===== config.mk =====
export PLATFORM = sky130hd
export DESIGN_NAME = flight_phase_sequencer_top
export DESIGN_NICKNAME = d
export VERILOG_FILES = /design/src/rtl/fps_pkg.sv /design/src/rtl/fps_cond.sv /design/src/rtl/fps_ctrl.sv /design/src/rtl/fps_outq.sv /design/src/rtl/flight_phase_sequencer_top.sv
export SDC_FILE = /design/constraint.sdc
export NUM_CORES = 2
export LEC_CHECK = 0
export BUFFER_PORTS_ARGS = -buffer_cell sky130_fd_sc_hd__buf_2
export CAP_MARGIN = 15
export CORE_MARGIN = 10
export CORE_UTILIZATION = 45
export DETAILED_ROUTE_END_ITERATION = 8
export HOLD_SLACK_MARGIN = 0.05
export RECOVER_POWER = 25
export SETUP_SLACK_MARGIN = 0.3
export SYNTH_ARGS = -nofsm -noshare
export SYNTH_HDL_FRONTEND = slang
export SYNTH_HIERARCHICAL = 1
export SYNTH_SLANG_ARGS = --single-unit

===== constraint.sdc =====
create_clock -name clk -period 16.7 [get_ports clk]
set_clock_uncertainty 0.2 [all_clocks]
set_input_delay 0.835 -clock clk [delete_from_list [all_inputs] [get_ports clk]]
set_output_delay 0.835 -clock clk [all_outputs]
set_load 0.1 [all_outputs]

===== src/rtl/fps_pkg.sv =====
// flight phase sequencer package: phase codes, register indexes, config and
// condition structs shared by the pipeline stages; no dependencies
package fps_pkg;

	typedef enum logic [2:0] {
		PH_DISARMED = 3'd0,
		PH_ARMED    = 3'd1,
		PH_BOOST    = 3'd2,
		PH_COAST    = 3'd3,
		PH_LANDED   = 3'd4
	} phase_t;

	localparam int CFG_IDX_W  = 3;
	localparam int CFG_DATA_W = 30;

	localparam logic [CFG_IDX_W-1:0] CFG_BOOST_LEVEL = 3'd0;
	localparam logic [CFG_IDX_W-1:0] CFG_BOOST_HOLD  = 3'd1;
	localparam logic [CFG_IDX_W-1:0] CFG_COAST_LEVEL = 3'd2;
	localparam logic [CFG_IDX_W-1:0] CFG_COAST_HOLD  = 3'd3;
	localparam logic [CFG_IDX_W-1:0] CFG_REST_TOL    = 3'd4;
	localparam logic [CFG_IDX_W-1:0] CFG_TILT_LIMIT  = 3'd5;
	localparam logic [CFG_IDX_W-1:0] CFG_ARM_HOLD    = 3'd6;
	localparam logic [CFG_IDX_W-1:0] CFG_LANDED_HOLD = 3'd7;

	// one g in q4.12
	localparam logic [15:0] ONE_G    = 16'd4096;
	localparam logic [15:0] HOLD_MAX = 16'hFFFF;

	typedef struct packed {
		logic [15:0] boost_accel_level;
		logic [15:0] boost_hold;
		logic [15:0] coast_accel_level;
		logic [15:0] coast_hold;
		logic [15:0] rest_tolerance;
		logic [29:0] tilt_limit;
		logic [15:0] arm_hold;
		logic [15:0] landed_hold;
	} cfg_t;

	localparam cfg_t CFG_RESET = '{
		boost_accel_level: 16'd8192,
		boost_hold:        16'd3,
		coast_accel_level: 16'd5325,
		coast_hold:        16'd5,
		rest_tolerance:    16'd614,
		tilt_limit:        30'd2040110,
		arm_hold:          16'd1500,
		landed_hold:       16'd250
	};

	// per-tick condition flags, all evaluated against the current config
	typedef struct packed {
		logic at_rest;
		logic upright;
		logic above_boost;
		logic below_coast;
	} cond_t;

	// one tick's results without the page addresses
	typedef struct packed {
		logic [2:0]  phase;
		logic        wiggle;
		logic        log_write;
		logic [3:0]  log_slot;
		logic [31:0] log_tick;
		logic        flush0;
		logic [7:0]  bytes0;
		logic        has2;
		logic [7:0]  bytes1;
	} tick_rec_t;

endpackage


===== src/rtl/fps_cond.sv =====
// condition stages: squares of the quaternion parts, then the rest, tilt
// and accel level compares; uses fps_pkg
module fps_cond import fps_pkg::*; (
	input  logic               clk,
	input  logic               arst_n,
	input  logic               adv,
	input  logic               in_valid,
	input  logic        [15:0] accel_mag,
	input  logic signed [15:0] quat_x,
	input  logic signed [15:0] quat_y,
	input  logic signed [15:0] quat_z,
	input  cfg_t               cfg,
	output logic               valid_s2,
	output cond_t              cond_s2
);

	logic signed [31:0] px, py, pz;
	logic               valid_s1;
	logic [15:0]        accel_s1;
	logic [30:0]        sqx_s1, sqy_s1, sqz_s1;
	logic [31:0]        tilt_sum;
	logic [15:0]        accel_dev;
	cond_t              cond_d;

	assign px = quat_x * quat_x;
	assign py = quat_y * quat_y;
	assign pz = quat_z * quat_z;

	always_ff @(posedge clk or negedge arst_n) begin
		if (!arst_n) begin
			valid_s1 <= 1'b0;
			valid_s2 <= 1'b0;
		end else if (adv) begin
			valid_s1 <= in_valid;
			valid_s2 <= valid_s1;
		end
	end

	always_ff @(posedge clk) begin
		if (adv) begin
			accel_s1 <= accel_mag;
			sqx_s1   <= px[30:0];
			sqy_s1   <= py[30:0];
			sqz_s1   <= pz[30:0];
			cond_s2  <= cond_d;
		end
	end

	assign tilt_sum  = 32'(sqx_s1) + 32'(sqy_s1) + 32'(sqz_s1);
	assign accel_dev = (accel_s1 >= ONE_G) ? accel_s1 - ONE_G : ONE_G - accel_s1;

	always_comb begin
		cond_d.at_rest     = accel_dev < cfg.rest_tolerance;
		cond_d.upright     = tilt_sum < 32'(cfg.tilt_limit);
		cond_d.above_boost = accel_s1 > cfg.boost_accel_level;
		cond_d.below_coast = accel_s1 < cfg.coast_accel_level;
	end

endmodule


===== src/rtl/fps_ctrl.sv =====
// phase state machine, hold counter, tick counter and log page bookkeeping;
// uses fps_pkg
module fps_ctrl import fps_pkg::*; #(
	parameter int RECORDS_PER_PAGE = 12,
	parameter int PAGE_BYTES       = 256,
	parameter int RECORD_BYTES     = 20,
	parameter int ADDR_BITS        = 24
) (
	input  logic                 clk,
	input  logic                 arst_n,
	input  logic                 push,
	input  cond_t                cond,
	input  cfg_t                 cfg,
	output tick_rec_t            rec,
	output logic [ADDR_BITS-1:0] addr0,
	output logic [ADDR_BITS-1:0] addr1
);

	localparam logic [ADDR_BITS-1:0] PAGE_STEP = ADDR_BITS'(PAGE_BYTES);
	localparam logic [3:0]           REC_FULL  = 4'(RECORDS_PER_PAGE);

	phase_t               phase_q, phase_d;
	logic [15:0]          hold_q, hold_d, hold_inc, hold_sel;
	logic [31:0]          tick_q, tick_d;
	logic [3:0]           rec_q, rec_d, rec_cur, rec_new;
	logic [ADDR_BITS-1:0] page_q, page_d, page_mid;
	logic                 run_on, run_cond, hit, pre_flush;
	logic [9:0]           bytes_pre, bytes_end;

	assign tick_d   = tick_q + 32'd1;
	assign hold_inc = (hold_q == HOLD_MAX) ? hold_q : hold_q + 16'd1;

	// which run condition and hold length apply in this phase
	always_comb begin
		run_on   = 1'b1;
		run_cond = 1'b0;
		hold_sel = '0;
		case (phase_q)
			PH_DISARMED: begin
				run_cond = cond.at_rest & cond.upright;
				hold_sel = cfg.arm_hold;
			end
			PH_ARMED: begin
				run_cond = cond.above_boost;
				hold_sel = cfg.boost_hold;
			end
			PH_BOOST: begin
				run_cond = cond.below_coast;
				hold_sel = cfg.coast_hold;
			end
			PH_COAST: begin
				run_cond = cond.at_rest;
				hold_sel = cfg.landed_hold;
			end
			default: begin
				run_on = 1'b0;
			end
		endcase
	end

	assign hit    = run_on & run_cond & (hold_inc >= hold_sel);
	assign hold_d = !run_on ? hold_q : ((!run_cond || hit) ? '0 : hold_inc);

	// next state
	always_comb begin
		phase_d = phase_q;
		case (phase_q)
			PH_DISARMED: if (hit) phase_d = PH_ARMED;
			PH_ARMED:    if (hit) phase_d = PH_BOOST;
			PH_BOOST:    if (hit) phase_d = PH_COAST;
			PH_COAST:    if (hit) phase_d = PH_LANDED;
			default:     phase_d = phase_q;
		endcase
	end

	// log bookkeeping inside boost
	assign pre_flush = rec_q >= REC_FULL;
	assign rec_cur   = pre_flush ? '0 : rec_q;
	assign rec_new   = rec_cur + 4'd1;
	assign page_mid  = pre_flush ? page_q + PAGE_STEP : page_q;
	assign bytes_pre = 10'(rec_q) * 10'(RECORD_BYTES);
	assign bytes_end = 10'(rec_new) * 10'(RECORD_BYTES);

	// outputs and datapath updates
	always_comb begin
		rec       = '0;
		rec.phase = phase_d;
		addr0     = '0;
		addr1     = '0;
		rec_d     = rec_q;
		page_d    = page_q;
		case (phase_q)
			PH_DISARMED: begin
				rec.wiggle = hit;
			end
			PH_ARMED: begin
				if (hit) begin
					rec_d  = '0;
					page_d = '0;
				end
			end
			PH_BOOST: begin
				rec.flush0    = pre_flush;
				rec.bytes0    = pre_flush ? bytes_pre[7:0] : '0;
				addr0         = pre_flush ? page_q : '0;
				rec.log_write = 1'b1;
				rec.log_slot  = rec_cur;
				rec.log_tick  = tick_d;
				rec_d         = rec_new;
				page_d        = page_mid;
				if (hit && rec_new != '0) begin
					rec.has2   = 1'b1;
					rec.bytes1 = bytes_end[7:0];
					addr1      = page_mid;
					rec_d      = '0;
					page_d     = page_mid + PAGE_STEP;
				end
			end
			default: begin
				rec_d = rec_q;
			end
		endcase
	end

	always_ff @(posedge clk or negedge arst_n) begin
		if (!arst_n) begin
			phase_q <= PH_DISARMED;
			hold_q  <= '0;
			tick_q  <= '0;
			rec_q   <= '0;
			page_q  <= '0;
		end else if (push) begin
			phase_q <= phase_d;
			hold_q  <= hold_d;
			tick_q  <= tick_d;
			rec_q   <= rec_d;
			page_q  <= page_d;
		end
	end

	a_landed_stays: assert property (@(posedge clk) disable iff (!arst_n)
		phase_q == PH_LANDED |=> phase_q == PH_LANDED)
		else $error("landed phase left");

	a_wiggle_on_arm: assert property (@(posedge clk) disable iff (!arst_n)
		push && rec.wiggle |=> phase_q == PH_ARMED && hold_q == '0)
		else $error("wiggle without arming");

	a_second_flush: assert property (@(posedge clk) disable iff (!arst_n)
		push && rec.has2 |=> phase_q == PH_COAST && rec_q == '0)
		else $error("second flush outside the move to coast");

	a_slot_range: assert property (@(posedge clk) disable iff (!arst_n)
		push && rec.log_write |-> rec.log_slot < REC_FULL)
		else $error("log slot beyond page");

endmodule


===== src/rtl/fps_outq.sv =====
// two-entry tick queue feeding the result port; a tick with a coast flush
// is sent as two result items; uses fps_pkg
module fps_outq import fps_pkg::*; #(
	parameter int ADDR_BITS = 24
) (
	input  logic                 clk,
	input  logic                 arst_n,
	input  logic                 push,
	input  tick_rec_t            rec,
	input  logic [ADDR_BITS-1:0] addr0,
	input  logic [ADDR_BITS-1:0] addr1,
	output logic                 full,
	output logic                 out_valid,
	input  logic                 out_ready,
	output logic [2:0]           phase,
	output logic                 wiggle,
	output logic                 log_write,
	output logic [3:0]           log_slot,
	output logic [31:0]          log_tick,
	output logic                 flush,
	output logic [ADDR_BITS-1:0] flush_page_addr,
	output logic [7:0]           flush_bytes,
	output logic                 last
);

	tick_rec_t            rec_q   [2];
	logic [ADDR_BITS-1:0] addr0_q [2];
	logic [ADDR_BITS-1:0] addr1_q [2];
	logic                 wr_q, rd_q, sub_q, take, pop;
	logic [1:0]           count_q;
	tick_rec_t            head;

	assign head      = rec_q[rd_q];
	assign full      = count_q == 2'd2;
	assign out_valid = count_q != 2'd0;
	assign take      = out_valid & out_ready;
	assign pop       = take & (sub_q | ~head.has2);

	always_ff @(posedge clk) begin
		if (push) begin
			rec_q[wr_q]   <= rec;
			addr0_q[wr_q] <= addr0;
			addr1_q[wr_q] <= addr1;
		end
	end

	always_ff @(posedge clk or negedge arst_n) begin
		if (!arst_n) begin
			wr_q    <= 1'b0;
			rd_q    <= 1'b0;
			sub_q   <= 1'b0;
			count_q <= '0;
		end else begin
			if (push)
				wr_q <= ~wr_q;
			if (pop)
				rd_q <= ~rd_q;
			if (pop)
				sub_q <= 1'b0;
			else if (take)
				sub_q <= 1'b1;
			count_q <= count_q + 2'(push) - 2'(pop);
		end
	end

	// second item of a tick carries only the closing flush
	always_comb begin
		phase = head.phase;
		if (sub_q) begin
			wiggle          = 1'b0;
			log_write       = 1'b0;
			log_slot        = '0;
			log_tick        = '0;
			flush           = 1'b1;
			flush_page_addr = addr1_q[rd_q];
			flush_bytes     = head.bytes1;
			last            = 1'b1;
		end else begin
			wiggle          = head.wiggle;
			log_write       = head.log_write;
			log_slot        = head.log_slot;
			log_tick        = head.log_tick;
			flush           = head.flush0;
			flush_page_addr = addr0_q[rd_q];
			flush_bytes     = head.bytes0;
			last            = ~head.has2;
		end
	end

	a_no_overflow: assert property (@(posedge clk) disable iff (!arst_n)
		full |-> !push)
		else $error("push into full queue");

	a_sub_needs_pair: assert property (@(posedge clk) disable iff (!arst_n)
		sub_q |-> out_valid && head.has2)
		else $error("second item without a paired tick");

	a_pair_order: assert property (@(posedge clk) disable iff (!arst_n)
		take && !sub_q && head.has2 |=> sub_q && out_valid)
		else $error("closing flush item lost");

endmodule


===== src/rtl/flight_phase_sequencer_top.sv =====
// flight phase sequencer top level: config registers, condition stages,
// phase control and result queue; uses fps_pkg, fps_cond, fps_ctrl, fps_outq
//
//  channel  | handshake             | payload
//  ---------+-----------------------+---------------------------------------------
//  input    | in_valid / in_ready   | accel_mag, quat_x, quat_y, quat_z
//  result   | out_valid / out_ready | phase, wiggle, log_write, log_slot, log_tick,
//           |                       | flush, flush_page_addr, flush_bytes, last
//  config   | cfg_we (no wait)      | cfg_index, cfg_data
//
// one tick item is taken per cycle while in_ready is high; its results are
// offered once they pass the square stage, the compare stage and the phase
// update into the queue; a tick that moves from boost to coast with records
// buffered gives two result items
// the queue holds two ticks; when it is full in_ready drops and every stage holds
// reset clears phase, counters, page address and the pipeline valid bits; config
// registers return to their reset values
module flight_phase_sequencer_top import fps_pkg::*; #(
	parameter int RECORDS_PER_PAGE = 12,
	parameter int PAGE_BYTES       = 256,
	parameter int RECORD_BYTES     = 20,
	parameter int ADDR_BITS        = 24
) (
	input  logic                  clk,
	input  logic                  arst_n,
	// config write port
	input  logic                  cfg_we,
	input  logic [CFG_IDX_W-1:0]  cfg_index,
	input  logic [CFG_DATA_W-1:0] cfg_data,
	// tick items
	input  logic                  in_valid,
	output logic                  in_ready,
	input  logic [15:0]           accel_mag,
	input  logic signed [15:0]    quat_x,
	input  logic signed [15:0]    quat_y,
	input  logic signed [15:0]    quat_z,
	// result items
	output logic                  out_valid,
	input  logic                  out_ready,
	output logic [2:0]            phase,
	output logic                  wiggle,
	output logic                  log_write,
	output logic [3:0]            log_slot,
	output logic [31:0]           log_tick,
	output logic                  flush,
	output logic [ADDR_BITS-1:0]  flush_page_addr,
	output logic [7:0]            flush_bytes,
	output logic                  last
);

	cfg_t                 cfg_q;
	logic                 adv;
	logic                 q_full;
	logic                 valid_s2;
	cond_t                cond_s2;
	tick_rec_t            rec;
	logic [ADDR_BITS-1:0] addr0, addr1;

	// config registers, 16-bit ones take the low 16 bits of the data
	always_ff @(posedge clk or negedge arst_n) begin
		if (!arst_n) begin
			cfg_q <= CFG_RESET;
		end else if (cfg_we) begin
			case (cfg_index)
				CFG_BOOST_LEVEL: cfg_q.boost_accel_level <= cfg_data[15:0];
				CFG_BOOST_HOLD:  cfg_q.boost_hold        <= cfg_data[15:0];
				CFG_COAST_LEVEL: cfg_q.coast_accel_level <= cfg_data[15:0];
				CFG_COAST_HOLD:  cfg_q.coast_hold        <= cfg_data[15:0];
				CFG_REST_TOL:    cfg_q.rest_tolerance    <= cfg_data[15:0];
				CFG_TILT_LIMIT:  cfg_q.tilt_limit        <= cfg_data;
				CFG_ARM_HOLD:    cfg_q.arm_hold          <= cfg_data[15:0];
				CFG_LANDED_HOLD: cfg_q.landed_hold       <= cfg_data[15:0];
				default:         cfg_q <= cfg_q;
			endcase
		end
	end

	// whole pipeline moves together whenever the queue has room
	assign adv      = ~q_full;
	assign in_ready = adv;

	fps_cond u_cond (
		.clk       (clk),
		.arst_n    (arst_n),
		.adv       (adv),
		.in_valid  (in_valid),
		.accel_mag (accel_mag),
		.quat_x    (quat_x),
		.quat_y    (quat_y),
		.quat_z    (quat_z),
		.cfg       (cfg_q),
		.valid_s2  (valid_s2),
		.cond_s2   (cond_s2)
	);

	fps_ctrl #(
		.RECORDS_PER_PAGE (RECORDS_PER_PAGE),
		.PAGE_BYTES       (PAGE_BYTES),
		.RECORD_BYTES     (RECORD_BYTES),
		.ADDR_BITS        (ADDR_BITS)
	) u_ctrl (
		.clk    (clk),
		.arst_n (arst_n),
		.push   (adv & valid_s2),
		.cond   (cond_s2),
		.cfg    (cfg_q),
		.rec    (rec),
		.addr0  (addr0),
		.addr1  (addr1)
	);

	fps_outq #(
		.ADDR_BITS (ADDR_BITS)
	) u_outq (
		.clk             (clk),
		.arst_n          (arst_n),
		.push            (adv & valid_s2),
		.rec             (rec),
		.addr0           (addr0),
		.addr1           (addr1),
		.full            (q_full),
		.out_valid       (out_valid),
		.out_ready       (out_ready),
		.phase           (phase),
		.wiggle          (wiggle),
		.log_write       (log_write),
		.log_slot        (log_slot),
		.log_tick        (log_tick),
		.flush           (flush),
		.flush_page_addr (flush_page_addr),
		.flush_bytes     (flush_bytes),
		.last            (last)
	);

endmodule

==> impl_results.md <==
* Outcome: finished, violations left
* Failing checks: max-capacitance violations, max-slew violations
* Mapped cell area at 0.0538 mm2
* Synth unique cells at 107
* H-tree Lvls at 2
* Worst endpoint data arrival time at 7300 ps
* Slew @ Worst Pin at around 2800 ps
* # port buffers at 178
* Max-cap viol count at 5
* Minimum clock period at 7080 ps
* CTS Buf Count at 54
* Row count at 126
* Vias in the first global route at approximately 37000
* Share of cells above drive strength 1 at ~11%
* Total length of routed wires at 118 mm
* CTS tree: yes
* Starting density of the core at a little under half
* Hold Crit Class: in -> reg
* Worst-skew pair later-pin latency at 620 ps
* GP Congestion at 0.855
* Mux share of post-synthesis cell area at 5.47%
* Worst EP required at 16920 ps
* GRT overflow at 0
* Compound-Gate Fraction of Synth Area at 6.50%
* CP max stage cell: fa_1
* Yosys reg bits at 544
* CP Launch Type: input port
* DRC Markers at 0
* Net count, final at 6352
* Post-detail-place hpwl at 93.8 mm
* Die ar. at 0.134 mm2
* Vias at 34400
* Reg area at 0.0153 mm2
* Total GRT Usage at 17.7%
* Core ar. at 0.118 mm2
* Slowest stage delay, CP at about 700 ps
* Final setup fails at 0
* Number of synthesized flops with an enable pin at 324
* Synth warnings at 6
* Die extent in x at ~370 um
* Worst relative slew slack at -85.1%
* DR vias/cell at between 5 and 6
* Area leader, netlist: fa_1
* Final Max Tran Viols at 200
* # fillers at 11000
* Syn Inst Count at ~5000
* Critical path type: in -> reg
* Setup TNS at 0 ps
* I/O pin cnt at 179
* Area of the multi-input gates at 0.0334 mm2
* Global-route wire length before repair at about 190 mm
* Clock sink count at around 540
* Adder-cell share of the synthesized area at 36.1%
* Die Ht at 366 um
* Post-cts sizing count at 0
* Initial antenna violation count at 6
* Seq/Total Area, Yosys at 28.4%
* XOR/XNOR Fraction of Synth Area at between 4 and 5%
* Routed Antenna Nets at 0
* Final hold violation count at 0
* Setup crit end kind: flip-flop
* Top cell type's share of synthesized area at 26.9%
* Avg Cell Area, Syn at 10.7 um2
* Worst-path clk slew at approximately 70 ps
* Clock root buffer: clkbuf_16
* Most frequent CP cell: fa_1
* CP Max Fanout at 18
* Most common flop cell mapped by yosys: edfxtp_1
* Simple logic cell fraction of the synthesized area at 9.64%
* Fin crit share at 42.4%
* Synth top area cells: fa_1 (27%), edfxtp_1 (18%), ha_1 (9.2%)
* RSZ-0062 raised after global routing: no
* Fmax at 141 MHz
* R2r setup slk at 9760 ps
* Async S/R FF share, synth at 40.4%
* Area delta synth->final at 7.63%
* Avg WL per Cell at 17.5 um
* Largest family of logic cells by synthesized area: adder cells
* Clk buf depth at 3
* Initial drt markers at 1716
* CP cell instances: buf_2 -> inv_1 -> nor2_1 -> fa_1 -> inv_1 -> fa_1 -> inv_1 -> fa_1 -> fa_1 -> fa_1 -> inv_1 -> fa_1 -> inv_1 -> ha_1 -> and2_1 -> nand4_1 -> o311ai_0 -> nand2_1 -> a211oi_1
* Drt pass-1 iters at 6
* Largest net degree at the start of global routing at 180
## final timing paths
check,startpoint,to,cells after the start
setup / recovery,quat_x[15],u_cond/sqx_s1[30]$_DFFE_PP_,19
hold / removal,accel_mag[9],u_cond/accel_s1[9]$_DFFE_PP_,1
setup reg to reg,u_ctrl/phase_q[0]$_DFFE_PN0P_,u_outq/rec_q[1][3]$_DFFE_PP_,14
hold reg to reg,cfg_q[140]$_DFFE_PN0P_,cfg_q[140]$_DFFE_PN0P_,1
max in group asynchronous,arst_n,cfg_q[66]$_DFFE_PN0P_,3
min in group asynchronous,arst_n,u_outq/sub_q$_DFFE_PN0P_,2
## final cells by class
| class | instances | share of cell area (%) |
|---|---|---|
| Tap cell | 1600 | 3.46 |
| Clock buffer | 63 | 2.50 |
| Antenna cell | 3 | 0.0130 |
| Sequential cell | 544 | 26.4 |
| Inverter | 1116 | 7.24 |
| Multi-Input combinational cell | 3214 | 57.7 |
| Clock inverter | 39 | 0.806 |
| Timing Repair Buffer | 203 | 1.83 |
## flip-flops by register name, indices dropped and copies added (netlist names), 2 cells and up
name,count
cfg_q,142
u_outq/rec_q,118
u_outq/addr0_q,48
u_outq/addr1_q,48
u_ctrl/tick_q,32
u_cond/sqx_s1,30
u_cond/sqy_s1,30
u_cond/sqz_s1,30
u_cond/accel_s1,16
u_ctrl/hold_q,16
u_ctrl/page_q,16
u_cond/cond_s2,4
u_ctrl/rec_q,4
u_ctrl/phase_q,3
u_outq/count_q,2
## critical path, delay by kind of cell
family | cells | cell delay, ps
AO/OA/AOI/OAI | 2 | 940
adder cells (fa/ha/maj) | 7 | 3610
buffers and inverters | 6 | 1150
AND/OR/NAND/NOR | 4 | 760
## synthesized netlist by cell type (all sizes together), types with 62 or more instances
cell type / count
xnor2: 213
fa: 723
nand3: 62
nand2: 354
edfxtp: 324
mux2: 153
and2: 118
inv: 1111
buf: 67
ha: 394
nor2: 264
o21ai: 85
a21oi: 137
clkbuf: 107
dfrtp: 179
## routing by layer
metal / up-vias / wire [um] / share of wire (%) / track usage (%)
met2: 618 / 58700 / 50 / 30.7
met5: - / 0 / 0 / 0
met1: 17300 / 52300 / 44 / 23.7
met4: 0 / 2900 / 2.4 / 4.31
met3: 165 / 4460 / 3.8 / 1.94
li1: 16300 / - / - / -
## cells by family after synthesis
logic type	Yosys count
DFF	544
buffers and inverters	1290
muxes	230
and+or+nand+nor	1065
other	3
adders and majority gates	1117
AOI/OAI and AO/OA	510
xor gates and xnor gates	269
## timing repair
| item | CTS | global route |
|---|---|---|
| setup buffers | 0 | 0 |
| hold endpoints to repair | 38 | 0 |
| hold buffers | 1 | 0 |
## cells in the final DEF (no fill, tap or decap), types with 27 or more instances in the layout
master | synthesis | final
buf_2 | 18 | 172
nor2_1 | 264 | 264
edfxtp_1 | 324 | 324
fa_1 | 723 | 723
inv_1 | 1110 | 1109
a21oi_1 | 135 | 135
mux2i_1 | 44 | 44
dfrtp_1 | 179 | 177
a22o_1 | 28 | 28
clkbuf_16 | 0 | 55
nor2b_1 | 28 | 27
nor3_1 | 38 | 36
a21o_1 | 58 | 58
nand2_1 | 354 | 354
ha_1 | 394 | 394
o21ai_0 | 79 | 79
nand3_1 | 60 | 60
xor2_1 | 56 | 56
dfstp_2 | 41 | 41
and2_1 | 118 | 116
nand4_1 | 35 | 36
nand2b_1 | 32 | 32
and3_1 | 47 | 47
mux2_2 | 143 | 143
xnor2_1 | 213 | 213
mux4_2 | 32 | 32
## through the flow
stage	utilization [%]	setup WS [ps]	hold slack (ps)	instance area (um2)	instances
finish	48.9	9620	184	57900	6782
global route	48.9	9210	147	57900	6780
CTS	49.0	9680	137	58000	6778
detailed placement	47.4	9060	288	56100	6675
global placement	47.4	9210	275	56100	6675
floorplan	-	9710	254	53900	5048
Power is left out: the tool's default activity adds up to more than one toggle a clock period on the data nets, which glitch-free logic cannot reach.
